===== config.mk =====
export PLATFORM = sky130hd
export DESIGN_NAME = binary_heap_priority_queue
export DESIGN_NICKNAME = d
export VERILOG_FILES = /design/src/rtl/core/bhpq_pkg.sv /design/src/rtl/core/bhpq_ram.sv /design/src/rtl/core/bhpq_ctrl.sv /design/src/rtl/core/binary_heap_priority_queue.sv
export SDC_FILE = /design/constraint.sdc
export NUM_CORES = 2
export LEC_CHECK = 0
export BUFFER_PORTS_ARGS = -buffer_cell sky130_fd_sc_hd__buf_2
export CAP_MARGIN = 20
export CORE_MARGIN = 2
export CORE_UTILIZATION = 40
export CTS_CLUSTER_DIAMETER = 80
export DETAILED_ROUTE_END_ITERATION = 12
export MAX_ROUTING_LAYER = met4
export PLACE_DENSITY = 0.64
export REMOVE_ABC_BUFFERS = 1
export SYNTH_ARGS = -nofsm -noshare
export SYNTH_HDL_FRONTEND = slang
export SYNTH_HIERARCHICAL = 1
export SYNTH_SLANG_ARGS = --single-unit

===== constraint.sdc =====
create_clock -name clk -period 7.3 [get_ports clk]
set_input_delay 1.46 -clock clk [delete_from_list [all_inputs] [get_ports clk]]
set_output_delay 1.46 -clock clk [all_outputs]
set_load 0.05 [all_outputs]

===== src/rtl/core/bhpq_pkg.sv =====
`default_nettype none

package bhpq_pkg;

  localparam int DEPTH  = 64;
  localparam int IDX_W  = $clog2(DEPTH);
  localparam int CNT_W  = IDX_W + 1;
  localparam int TAG_W  = 16;
  localparam int PRI_W  = 8;
  localparam int COST_W = 16;
  localparam int CAP_W  = 7;

  localparam logic REQ_INSERT = 1'b0;
  localparam logic REQ_REMOVE = 1'b1;

  typedef struct packed {
    logic [TAG_W-1:0]  tag;
    logic [PRI_W-1:0]  pri;
    logic [COST_W-1:0] cst;
  } entry_t;

  localparam int ENTRY_W = $bits(entry_t);

  typedef enum logic [1:0] {
    ST_DONE,
    ST_FULL,
    ST_EMPTY
  } status_t;

  typedef struct packed {
    status_t          status;
    entry_t           head;
    logic [CNT_W-1:0] count;
  } res_t;

  function automatic logic ranks_ahead(input entry_t a, input entry_t b);
    logic r;
    if (a.pri != b.pri) begin
      r = (a.pri > b.pri);
    end else begin
      r = (a.cst < b.cst);
    end
    return r;
  endfunction

endpackage

`default_nettype wire


===== src/rtl/core/bhpq_ram.sv =====
`default_nettype none

module bhpq_ram #(
  parameter int WIDTH = 8,
  parameter int DEPTH = 16
) (
  input  wire logic                     clk,
  input  wire logic                     we,
  input  wire logic [$clog2(DEPTH)-1:0] waddr,
  input  wire logic [WIDTH-1:0]         wdata,
  input  wire logic [$clog2(DEPTH)-1:0] raddr,
  output logic      [WIDTH-1:0]         rdata
);

  logic [WIDTH-1:0] mem [DEPTH];

  always_ff @(posedge clk) begin
    if (we) begin
      mem[waddr] <= wdata;
    end
    rdata <= mem[raddr];
  end

endmodule

`default_nettype wire


===== src/rtl/core/bhpq_ctrl.sv =====
`default_nettype none

module bhpq_ctrl (
  input  wire logic                        clk,
  input  wire logic                        rst,
  input  wire logic                        in_valid,
  output logic                             in_stall,
  input  wire logic                        req_type,
  input  wire bhpq_pkg::entry_t            in_entry,
  input  wire logic [bhpq_pkg::CNT_W-1:0]  cap_eff,
  output logic                             res_valid,
  input  wire logic                        res_ready,
  output bhpq_pkg::res_t                   res
);

  typedef enum logic [3:0] {
    S_IDLE,
    S_UP_CHK,
    S_UP_CMP,
    S_DN_LOAD,
    S_DN_L,
    S_DN_R,
    S_DN_CMP,
    S_DN_DEC,
    S_HEAD,
    S_HEAD_WAIT,
    S_FINISH
  } state_t;

  state_t                        state;
  bhpq_pkg::entry_t              mov;
  bhpq_pkg::entry_t              best;
  logic                          best_moved;
  logic [bhpq_pkg::IDX_W-1:0]    idx;
  logic [bhpq_pkg::IDX_W-1:0]    best_idx;
  logic [bhpq_pkg::CNT_W-1:0]    cnt;
  bhpq_pkg::status_t             status;
  bhpq_pkg::entry_t              head;

  logic                          we;
  logic [bhpq_pkg::IDX_W-1:0]    waddr;
  logic [bhpq_pkg::IDX_W-1:0]    raddr;
  bhpq_pkg::entry_t              wdata;
  logic [bhpq_pkg::ENTRY_W-1:0]  rdata_raw;
  bhpq_pkg::entry_t              rdata;

  logic [bhpq_pkg::IDX_W-1:0]    parent;
  logic [bhpq_pkg::CNT_W-1:0]    left;
  logic [bhpq_pkg::CNT_W:0]      right;
  logic                          left_in;
  logic                          right_in;
  logic                          in_xfer;

  assign rdata    = bhpq_pkg::entry_t'(rdata_raw);
  assign parent   = (idx - bhpq_pkg::IDX_W'(1)) >> 1;
  assign left     = {idx, 1'b1};
  assign right    = (bhpq_pkg::CNT_W+1)'({idx, 1'b0}) + (bhpq_pkg::CNT_W+1)'(2);
  assign left_in  = (left < cnt);
  assign right_in = (right < {1'b0, cnt});
  assign in_stall = (state != S_IDLE);
  assign in_xfer  = in_valid && !in_stall;

  bhpq_ram #(
    .WIDTH(bhpq_pkg::ENTRY_W),
    .DEPTH(bhpq_pkg::DEPTH)
  ) u_heap (
    .clk  (clk),
    .we   (we),
    .waddr(waddr),
    .wdata(wdata),
    .raddr(raddr),
    .rdata(rdata_raw)
  );

  // memory port control
  always_comb begin
    we    = 1'b0;
    waddr = idx;
    wdata = mov;
    raddr = '0;
    unique case (state)
      S_IDLE: begin
        raddr = bhpq_pkg::IDX_W'(cnt - bhpq_pkg::CNT_W'(1));
      end
      S_UP_CHK: begin
        raddr = parent;
        we    = (idx == '0);
      end
      S_UP_CMP: begin
        we = 1'b1;
        if (bhpq_pkg::ranks_ahead(mov, rdata)) begin
          wdata = rdata;
        end
      end
      S_DN_L: begin
        raddr = left[bhpq_pkg::IDX_W-1:0];
        we    = !left_in;
      end
      S_DN_R: begin
        raddr = right[bhpq_pkg::IDX_W-1:0];
      end
      S_DN_DEC: begin
        we = 1'b1;
        if (best_moved) begin
          wdata = best;
        end
      end
      S_DN_LOAD, S_DN_CMP, S_HEAD, S_HEAD_WAIT, S_FINISH: begin
        raddr = '0;
      end
      default: begin
        raddr = '0;
      end
    endcase
  end

  always_ff @(posedge clk) begin
    if (rst) begin
      state <= S_IDLE;
      cnt   <= '0;
    end else begin
      unique case (state)
        S_IDLE: begin
          if (in_xfer) begin
            status <= bhpq_pkg::ST_DONE;
            mov    <= in_entry;
            if (req_type == bhpq_pkg::REQ_INSERT) begin
              if (cnt >= cap_eff) begin
                status <= bhpq_pkg::ST_FULL;
                state  <= S_HEAD;
              end else begin
                idx   <= cnt[bhpq_pkg::IDX_W-1:0];
                cnt   <= cnt + bhpq_pkg::CNT_W'(1);
                state <= S_UP_CHK;
              end
            end else begin
              if (cnt == '0) begin
                status <= bhpq_pkg::ST_EMPTY;
                state  <= S_HEAD;
              end else begin
                cnt <= cnt - bhpq_pkg::CNT_W'(1);
                idx <= '0;
                if (cnt == bhpq_pkg::CNT_W'(1)) begin
                  state <= S_HEAD;
                end else begin
                  state <= S_DN_LOAD;
                end
              end
            end
          end
        end
        S_UP_CHK: begin
          if (idx == '0) begin
            state <= S_HEAD;
          end else begin
            state <= S_UP_CMP;
          end
        end
        S_UP_CMP: begin
          if (bhpq_pkg::ranks_ahead(mov, rdata)) begin
            idx   <= parent;
            state <= S_UP_CHK;
          end else begin
            state <= S_HEAD;
          end
        end
        S_DN_LOAD: begin
          mov   <= rdata;
          state <= S_DN_L;
        end
        S_DN_L: begin
          if (left_in) begin
            state <= S_DN_R;
          end else begin
            state <= S_HEAD;
          end
        end
        S_DN_R: begin
          best_idx <= left[bhpq_pkg::IDX_W-1:0];
          if (bhpq_pkg::ranks_ahead(rdata, mov)) begin
            best       <= rdata;
            best_moved <= 1'b1;
          end else begin
            best       <= mov;
            best_moved <= 1'b0;
          end
          if (right_in) begin
            state <= S_DN_CMP;
          end else begin
            state <= S_DN_DEC;
          end
        end
        S_DN_CMP: begin
          if (bhpq_pkg::ranks_ahead(rdata, best)) begin
            best       <= rdata;
            best_moved <= 1'b1;
            best_idx   <= right[bhpq_pkg::IDX_W-1:0];
          end
          state <= S_DN_DEC;
        end
        S_DN_DEC: begin
          if (best_moved) begin
            idx   <= best_idx;
            state <= S_DN_L;
          end else begin
            state <= S_HEAD;
          end
        end
        S_HEAD: begin
          if (cnt == '0) begin
            head  <= '0;
            state <= S_FINISH;
          end else begin
            state <= S_HEAD_WAIT;
          end
        end
        S_HEAD_WAIT: begin
          head  <= rdata;
          state <= S_FINISH;
        end
        S_FINISH: begin
          if (res_ready) begin
            state <= S_IDLE;
          end
        end
        default: begin
          state <= S_IDLE;
        end
      endcase
    end
  end

  assign res_valid  = (state == S_FINISH);
  assign res.status = status;
  assign res.head   = head;
  assign res.count  = cnt;

endmodule

`default_nettype wire


===== src/rtl/core/binary_heap_priority_queue.sv =====
// bounded binary max-heap priority queue of up to 64 entries
// input channel: in_valid / in_stall with req_type, tag, priority_req, cost;
//   req_type 0 inserts the entry, 1 removes the head entry
// output channel: out_valid / out_stall with one result per input transfer:
//   status, head entry, count, empty_res and full_res after the request
// config: cfg_wr_en / cfg_wr_data write the capacity register (reset 64,
//   values above 64 act as 64); write only while the queue is idle
// one request at a time; the heap lives in a single memory with one
//   write and one registered read port, so each sift level costs reads
//   and compares plus a write
// insert: the new entry climbs from the tail towards the root, a level
//   per parent compare; the result follows once the climb stops
// remove: the tail entry moves to the root and descends level by level;
//   a rejected request or a remove of the last entry skips the sift
// the next transfer can be taken in the cycle after the result is handed on
// a finished result sits in the output register; the next request is taken
//   while it waits, but cannot finish until the output stage is free
// when the receiver stalls, the output payload holds steady
// reset empties the queue and restores capacity to 64; no clearing pass
`default_nettype none

module binary_heap_priority_queue (
  input  wire logic        clk,
  input  wire logic        rst,
  input  wire logic        in_valid,
  output logic             in_stall,
  input  wire logic        req_type,
  input  wire logic [15:0] tag,
  input  wire logic [7:0]  priority_req,
  input  wire logic [15:0] cost,
  output logic             out_valid,
  input  wire logic        out_stall,
  output logic [1:0]       status,
  output logic [15:0]      head_tag,
  output logic [7:0]       head_priority,
  output logic [15:0]      head_cost,
  output logic [6:0]       count,
  output logic             empty_res,
  output logic             full_res,
  input  wire logic        cfg_wr_en,
  input  wire logic [6:0]  cfg_wr_data
);

  logic [bhpq_pkg::CAP_W-1:0] capacity;
  logic [bhpq_pkg::CNT_W-1:0] cap_eff;
  bhpq_pkg::entry_t           in_entry;
  bhpq_pkg::res_t             res;
  logic                       res_valid;
  logic                       res_ready;

  always_ff @(posedge clk) begin
    if (rst) begin
      capacity <= bhpq_pkg::CAP_W'(bhpq_pkg::DEPTH);
    end else if (cfg_wr_en) begin
      capacity <= cfg_wr_data;
    end
  end

  // saturate capacity at the heap depth
  assign cap_eff = (capacity > bhpq_pkg::CAP_W'(bhpq_pkg::DEPTH))
                 ? bhpq_pkg::CNT_W'(bhpq_pkg::DEPTH)
                 : bhpq_pkg::CNT_W'(capacity);

  assign in_entry.tag = tag;
  assign in_entry.pri = priority_req;
  assign in_entry.cst = cost;

  bhpq_ctrl u_ctrl (
    .clk      (clk),
    .rst      (rst),
    .in_valid (in_valid),
    .in_stall (in_stall),
    .req_type (req_type),
    .in_entry (in_entry),
    .cap_eff  (cap_eff),
    .res_valid(res_valid),
    .res_ready(res_ready),
    .res      (res)
  );

  // output register
  assign res_ready = !out_valid || !out_stall;

  always_ff @(posedge clk) begin
    if (rst) begin
      out_valid <= 1'b0;
    end else begin
      if (res_valid && res_ready) begin
        out_valid     <= 1'b1;
        status        <= 2'(res.status);
        head_tag      <= res.head.tag;
        head_priority <= res.head.pri;
        head_cost     <= res.head.cst;
        count         <= 7'(res.count);
        empty_res     <= (res.count == '0);
        full_res      <= (res.count >= cap_eff);
      end else if (out_valid && !out_stall) begin
        out_valid <= 1'b0;
      end
    end
  end

endmodule

`default_nettype wire


## Yosys cells after proc, flatten, opt, wreduce, memory -nomap -nowiden

Memory sizes are Yosys's and may differ from the RTL's. A register that Yosys moved wholly into a read port is not among the register bits.
Cells that the tools add are included.

| word-level totals | value |
|---|---|
| bits in registers | 205 |
| memory bits (writable) | 2560 |
| logic and storage cells | 147 |
| memories kept | 1 |

Memories:

| memory | depth | bits a word | rd ports | clocked after Yosys merged registers in | write ports | line | source |
|---|---|---|---|---|---|---|---|
| u_ctrl.u_heap.mem | 64 | 40 | 1 | 1 | 1 | bhpq_ram.sv:15 | `logic [WIDTH-1:0] mem [DEPTH];` |

| cells by class | value |
|---|---|
| add/sub/neg operators | 4 |
| $lt $le $gt $ge | 10 |
| equality and inequality tests | 24 |
| muxes and demuxes | 57 |
| bitwise gates (word level) | 1 |
| reduce and logical (&&, ||, !) cells | 26 |

Operators by type and width:

| cell | number |
|---|---|
| 40-bit one-hot mux with 2 select lines | 4 |
| 40-bit 2-to-1 mux | 6 |
| 16-bit less-than comparator | 3 |
| 4-bit one-hot mux with 11 select lines | 1 |
| 6-bit 2-to-1 mux | 7 |
| 4-bit 2-to-1 mux | 10 |
| 7-bit 2-to-1 mux | 4 |
| 8-bit > comparator | 3 |
| 8-bit != test | 3 |
| 6-bit one-hot mux with 4 select lines | 1 |
| 6-bit one-hot mux with 3 select lines | 1 |
| 1-bit 2-to-1 mux | 17 |
| 4-bit by 3-bit equality test with 1-bit output, second input constant | 4 |
| 4-bit equality test, second input constant | 3 |
| 6-bit one-hot mux with 2 select lines | 1 |
| 3-bit AND reduction | 4 |
| 2-bit by 1-bit != test with 1-bit output, second input constant | 5 |
| 7-bit by 2-bit adder with 8-bit output, second input constant | 1 |
| 4-bit by 2-bit equality test with 1-bit output, second input constant | 2 |
| 8-bit by 7-bit less-than comparator with 1-bit output | 1 |
| 2-bit nonzero test | 4 |
| 7-bit by 1-bit adder with 7-bit output, second input constant | 1 |
| 7-bit by 1-bit equality test with 1-bit output, second input constant | 1 |
| 7-bit >= comparator | 1 |
| other kinds (23) | 34 |

## Depth between registers and ports, before layout

| logic depth | value |
|---|---|
| word-level depth | 7 |
| mapped depth | 15 |
| gate-level depth less buffers | 11 |

## Hierarchy

The synthesis kept the hierarchy.

Modules (own cells, without submodules):

| module | instances | cells each | area an instance (um^2) | sequential area each (um^2) |
|---|---|---|---|---|
| bhpq_ram | 1 | 4234 | 97797.5 | 77674.5 |
| bhpq_ctrl | 1 | 819 | 9359.0 | 4274.1 |
| binary_heap_priority_queue | 1 | 112 | 2035.7 | 1691.6 |

## Worst setup path before layout

No wires, ideal clock.

| timing path | value |
|---|---|
| path kind | input port to flip-flop |
| start | input port rst |
| end | register u_ctrl.head (netlist bit u_ctrl/res[10]), enable pin |
| arrival time | 5526 ps |
| required time | 6763 ps |
| path slack | 1236 ps |
| stages | 2 |
| buffers on the path | 1 |
| path through | clkbuf_1 nor4_1 |

| on the way | value |
|---|---|
| longest elaborated chain between the ends | 2 |

RTL lines:

| what | line | source |
|---|---|---|
| start, declared | binary_heap_priority_queue.sv:24 | `input wire logic rst,` |
| 1-bit NOT (no source line) | n/a |  |
| 3-bit AND reduction (no source line) | n/a |  |
| end signal, assigned | bhpq_ctrl.sv:218 | `head <= rdata;` |
| end, declared | bhpq_ctrl.sv:38 | `bhpq_pkg::entry_t head;` |

No other way between the ends.
A chain may end at the register's enable or synchronous reset.

## Worst setup path after layout

| timing path | value |
|---|---|
| start | register u_ctrl.state[0] |
| end | register u_ctrl.u_heap.rdata[10], read port of u_ctrl.u_heap.mem |

| on the way | value |
|---|---|
| longest elaborated chain between the ends | 2 |

RTL lines:

| what | line | source |
|---|---|---|
| start, declared | bhpq_ctrl.sv:30 | `state_t state;` |
| start signal, assigned | bhpq_ctrl.sv:119 | `state <= S_IDLE;` |
| start signal, assigned | bhpq_ctrl.sv:130 | `state <= S_HEAD;` |
| start signal, assigned | bhpq_ctrl.sv:134 | `state <= S_UP_CHK;` |
| 4-bit by 3-bit equality test with 1-bit output, or another cell as far along | bhpq_ctrl.sv:81 | `unique case (state)` |
| 6-bit one-hot mux with 4 select lines (*) | bhpq_ctrl.sv:81 |  |
| named net u_ctrl.raddr, one bit | bhpq_ctrl.sv:42 | `logic [bhpq_pkg::IDX_W-1:0] raddr;` |
| end, declared | bhpq_ram.sv:12 | `output logic [WIDTH-1:0] rdata` |

Mark *: on every way through the listed nets, which the timed path passes. The rest lies on a longest branch.

==> results.md <==
* DRT Pass-1 Iters at 8
* Num rows at about 190
* Vias per inst at a little under 6
* Final hold violations at 0
* Reg area at around 84000 sq um
* Worst EP arrival at slightly below 7 ns
* Sequential area share after synthesis at between 70% and 80%
* Mapped Area at around 110000 sq um
* Filler Cells Inserted at between 20000 and 25000
* HPWL Detailed at about 170000 um
* Final Cell Area at 124000 sq um
* Netlist cell types at a little over 70
* Synth Instances at 5165
* Final period util at 83.9%
* Nets@finish at ~5600
* Post-CTS setup buffers at 0
* Post-synth top area cell: edfxtp_1
* Post-DP Area at 115000 sq um
* Die span in y at 526 um
* Sink Count at ~2800
* Ys async rst share at 0%
* Max Clk Rate at 163 MHz
* CTS H-tree depth at 5
* Chip Width at between 500 and 600 um
* Maximum capacitance violations at 0
* Port buffer count at about 110
* Vias post-DR at about 55000
* Total wire length at between 200000 and 300000 um
* Status: finished clean
* Top cells by instance count after synthesis: 2746 x edfxtp_1, 602 x mux4_2, 157 x o22ai_1
* Congestion Overflow GR at 0
* Post-route ant nets at 0
* Hold/Removal Path Class: flip-flop to flip-flop
* Area of the die at approximately 280000 sq um
* Worst EP required at 8.05 ns
* Drc violations at 0
* Worst-margin pin slew at about 1.3 ns
* RSZ-0062 raised after global routing: no
* Routed WL per cell at 30.7 um
* Synth area leaders: edfxtp_1 76%, mux4_2 12%, dfxtp_1 1.1%
* Critical path class: flip-flop to flip-flop
* # resized after CTS at 0
* Yosys reg bits at 2805
* TritonCTS clock tree: done
* Max clock buf depth at 4
* Cts hold-fix bufs at 0
* Most frequent cell after synthesis: edfxtp_1
* Initial antenna violation count at 14
* Io pins at around 110
* Yosys warning total at 6
* Multi-input logic area at around 25000 sq um
* CTS Buf Count at between 200 and 300
* Top-area cell type share of the netlist area at between 70 and 80%
* Share of cells above drive strength 1 at between 20% and 30%
* Drt first-iter violations at 7352
* Area growth syn-to-layout at 13.8%
* Relative slew slack at 15.3%
* Crit start category: flip-flop
* Max Fanout on Critical Path at 22
* EDFF count, synth at 2746
* Vias in the first global route at between 50000 and 60000
* Fin. max-slew vios at 0
* Synth Flop Type: edfxtp_1
* Final min period at 6.12 ns
* First-pass GRT wire length at a little over 400000 um
* Reg clk slew, reported paths at ~0.060 ns
* Overall Global Routing Usage at between 20% and 30%
* Root Buffer: clkbuf_16
* Setup Viol. Count Final at 0
* Clk_lat worst skew at 0.95 ns
* Core area at 271000 sq um
* Largest net degree at the start of global routing at roughly 120
* Starting Density at about 40%
* Avg Cell Area, Syn at 21.1 sq um
* Final GP Congestion at 0.878
* Worst Setup End Kind: flip-flop
* Worst Skew at about 0.073 ns
[path summary, 6_finish.rpt]
check | startpoint | end | slack, ns | cells past startpoint
hold reg to reg | u_ctrl/res[33]$_SDFFCE_PN0P_ | head_tag[2]$_DFFE_PP_ | 0.40 | 0
hold / removal | u_ctrl/res[33]$_SDFFCE_PN0P_ | head_tag[2]$_DFFE_PP_ | 0.40 | 0
setup / recovery | u_ctrl/state[0]$_SDFFE_PP0P_ | u_ctrl/u_heap/rdata[10]$_DFF_P_ | 1.18 | 9
setup reg to reg | u_ctrl/state[0]$_SDFFE_PP0P_ | u_ctrl/u_heap/rdata[10]$_DFF_P_ | 1.18 | 9
[final cells by class]
type,instances,area share [%]
Multi-Input combinational cell,1986,19.8
Clock inverter,123,0.781
Timing Repair Buffer,312,1.84
Tap cell,3570,3.59
Antenna cell,8,0.0161
Inverter,76,0.229
Clock buffer,383,6.45
Sequential cell,2805,67.3
[worst max-delay path, cell delays in order (launching register included)]
cell and delay, ns:
dfxtp_1 0.89, nand2b_1 0.44, or3_1 0.57, o221ai_4 0.91, nor2b_2 0.07, buf_4 0.29
nand2b_1 0.86, o22ai_1 0.35, nor4_1 0.98, o22a_1 0.56
[flip-flops by register name, indices dropped and copies added, names as in the netlist, 4 cells and up]
signal,cells
u_ctrl/u_heap/rdata,40
u_ctrl/idx,6
u_ctrl/best,40
u_ctrl/state,4
u_ctrl/res,40
head_priority,8
head_cost,16
u_ctrl/best_idx,6
head_tag,16
count,7
capacity,7
u_ctrl/u_heap/mem,2560
u_ctrl/cnt,7
u_ctrl/mov,40
[placed cells by master (no fill, tap or decap), drive strengths merged, types with 50 or more instances in the layout]
| cell | count |
|---|---|
| ha | 80 |
| a22oi | 88 |
| edfxtp | 2746 |
| a211oi | 60 |
| nor3 | 50 |
| buf | 312 |
| mux2 | 97 |
| o22ai | 157 |
| clkbuf | 383 |
| nand2 | 61 |
| clkinv | 102 |
| mux4 | 602 |
| inv | 78 |
| nand3 | 57 |
| nor2 | 135 |
| mux2i | 82 |
| nor2b | 54 |
| dfxtp | 59 |
[through the flow]
| step | utilization (%) | TNS (ns) | hold slack (ns) | cells | setup WS (ns) |
|---|---|---|---|---|---|
| 2_1_floorplan | - | -984.08 | 0.400 | 4867 | -25.43 |
| 5_1_grt | 45.8 | 0 | 0.417 | 9259 | 1.04 |
| 6_report | 45.8 | 0 | 0.405 | 9263 | 1.18 |
| 3_3_place_gp | 42.4 | 0 | 0.402 | 8730 | 0.656 |
| 3_5_place_dp | 42.5 | 0 | 0.405 | 8746 | 1.19 |
| 4_1_cts | 45.8 | 0 | 0.412 | 9252 | 1.19 |
[per-layer routing]
metal | vias up | global-route usage (%) | part of all wire (%)
met2 | 2764 | 32.8 | 49
met3 | 439 | 3.17 | 8.3
met1 | 29300 | 28.0 | 40
li1 | 22400 | - | -
met5 | - | - | 0
met4 | 0 | 6.72 | 3.3
[cells by family (layout without fill, tap and decap cells)]
| group | count (synthesis) | in the layout | share of synthesized area (%) |
|---|---|---|---|
| fa+ha+maj | 80 | 80 | 0.917 |
| flops | 2805 | 2805 | 76.6 |
| mux | 781 | 781 | 14.3 |
| compound gates | 558 | 558 | 3.68 |
| xor+xnor | 22 | 22 | 0.176 |
| buf+inv | 374 | 894 | 1.72 |
| simple gates | 545 | 545 | 2.61 |
| other cells | 0 | 8 | 0 |
Power is not shown: default switching activity piles up to over one toggle a cycle in this logic, so the estimate is an artifact.
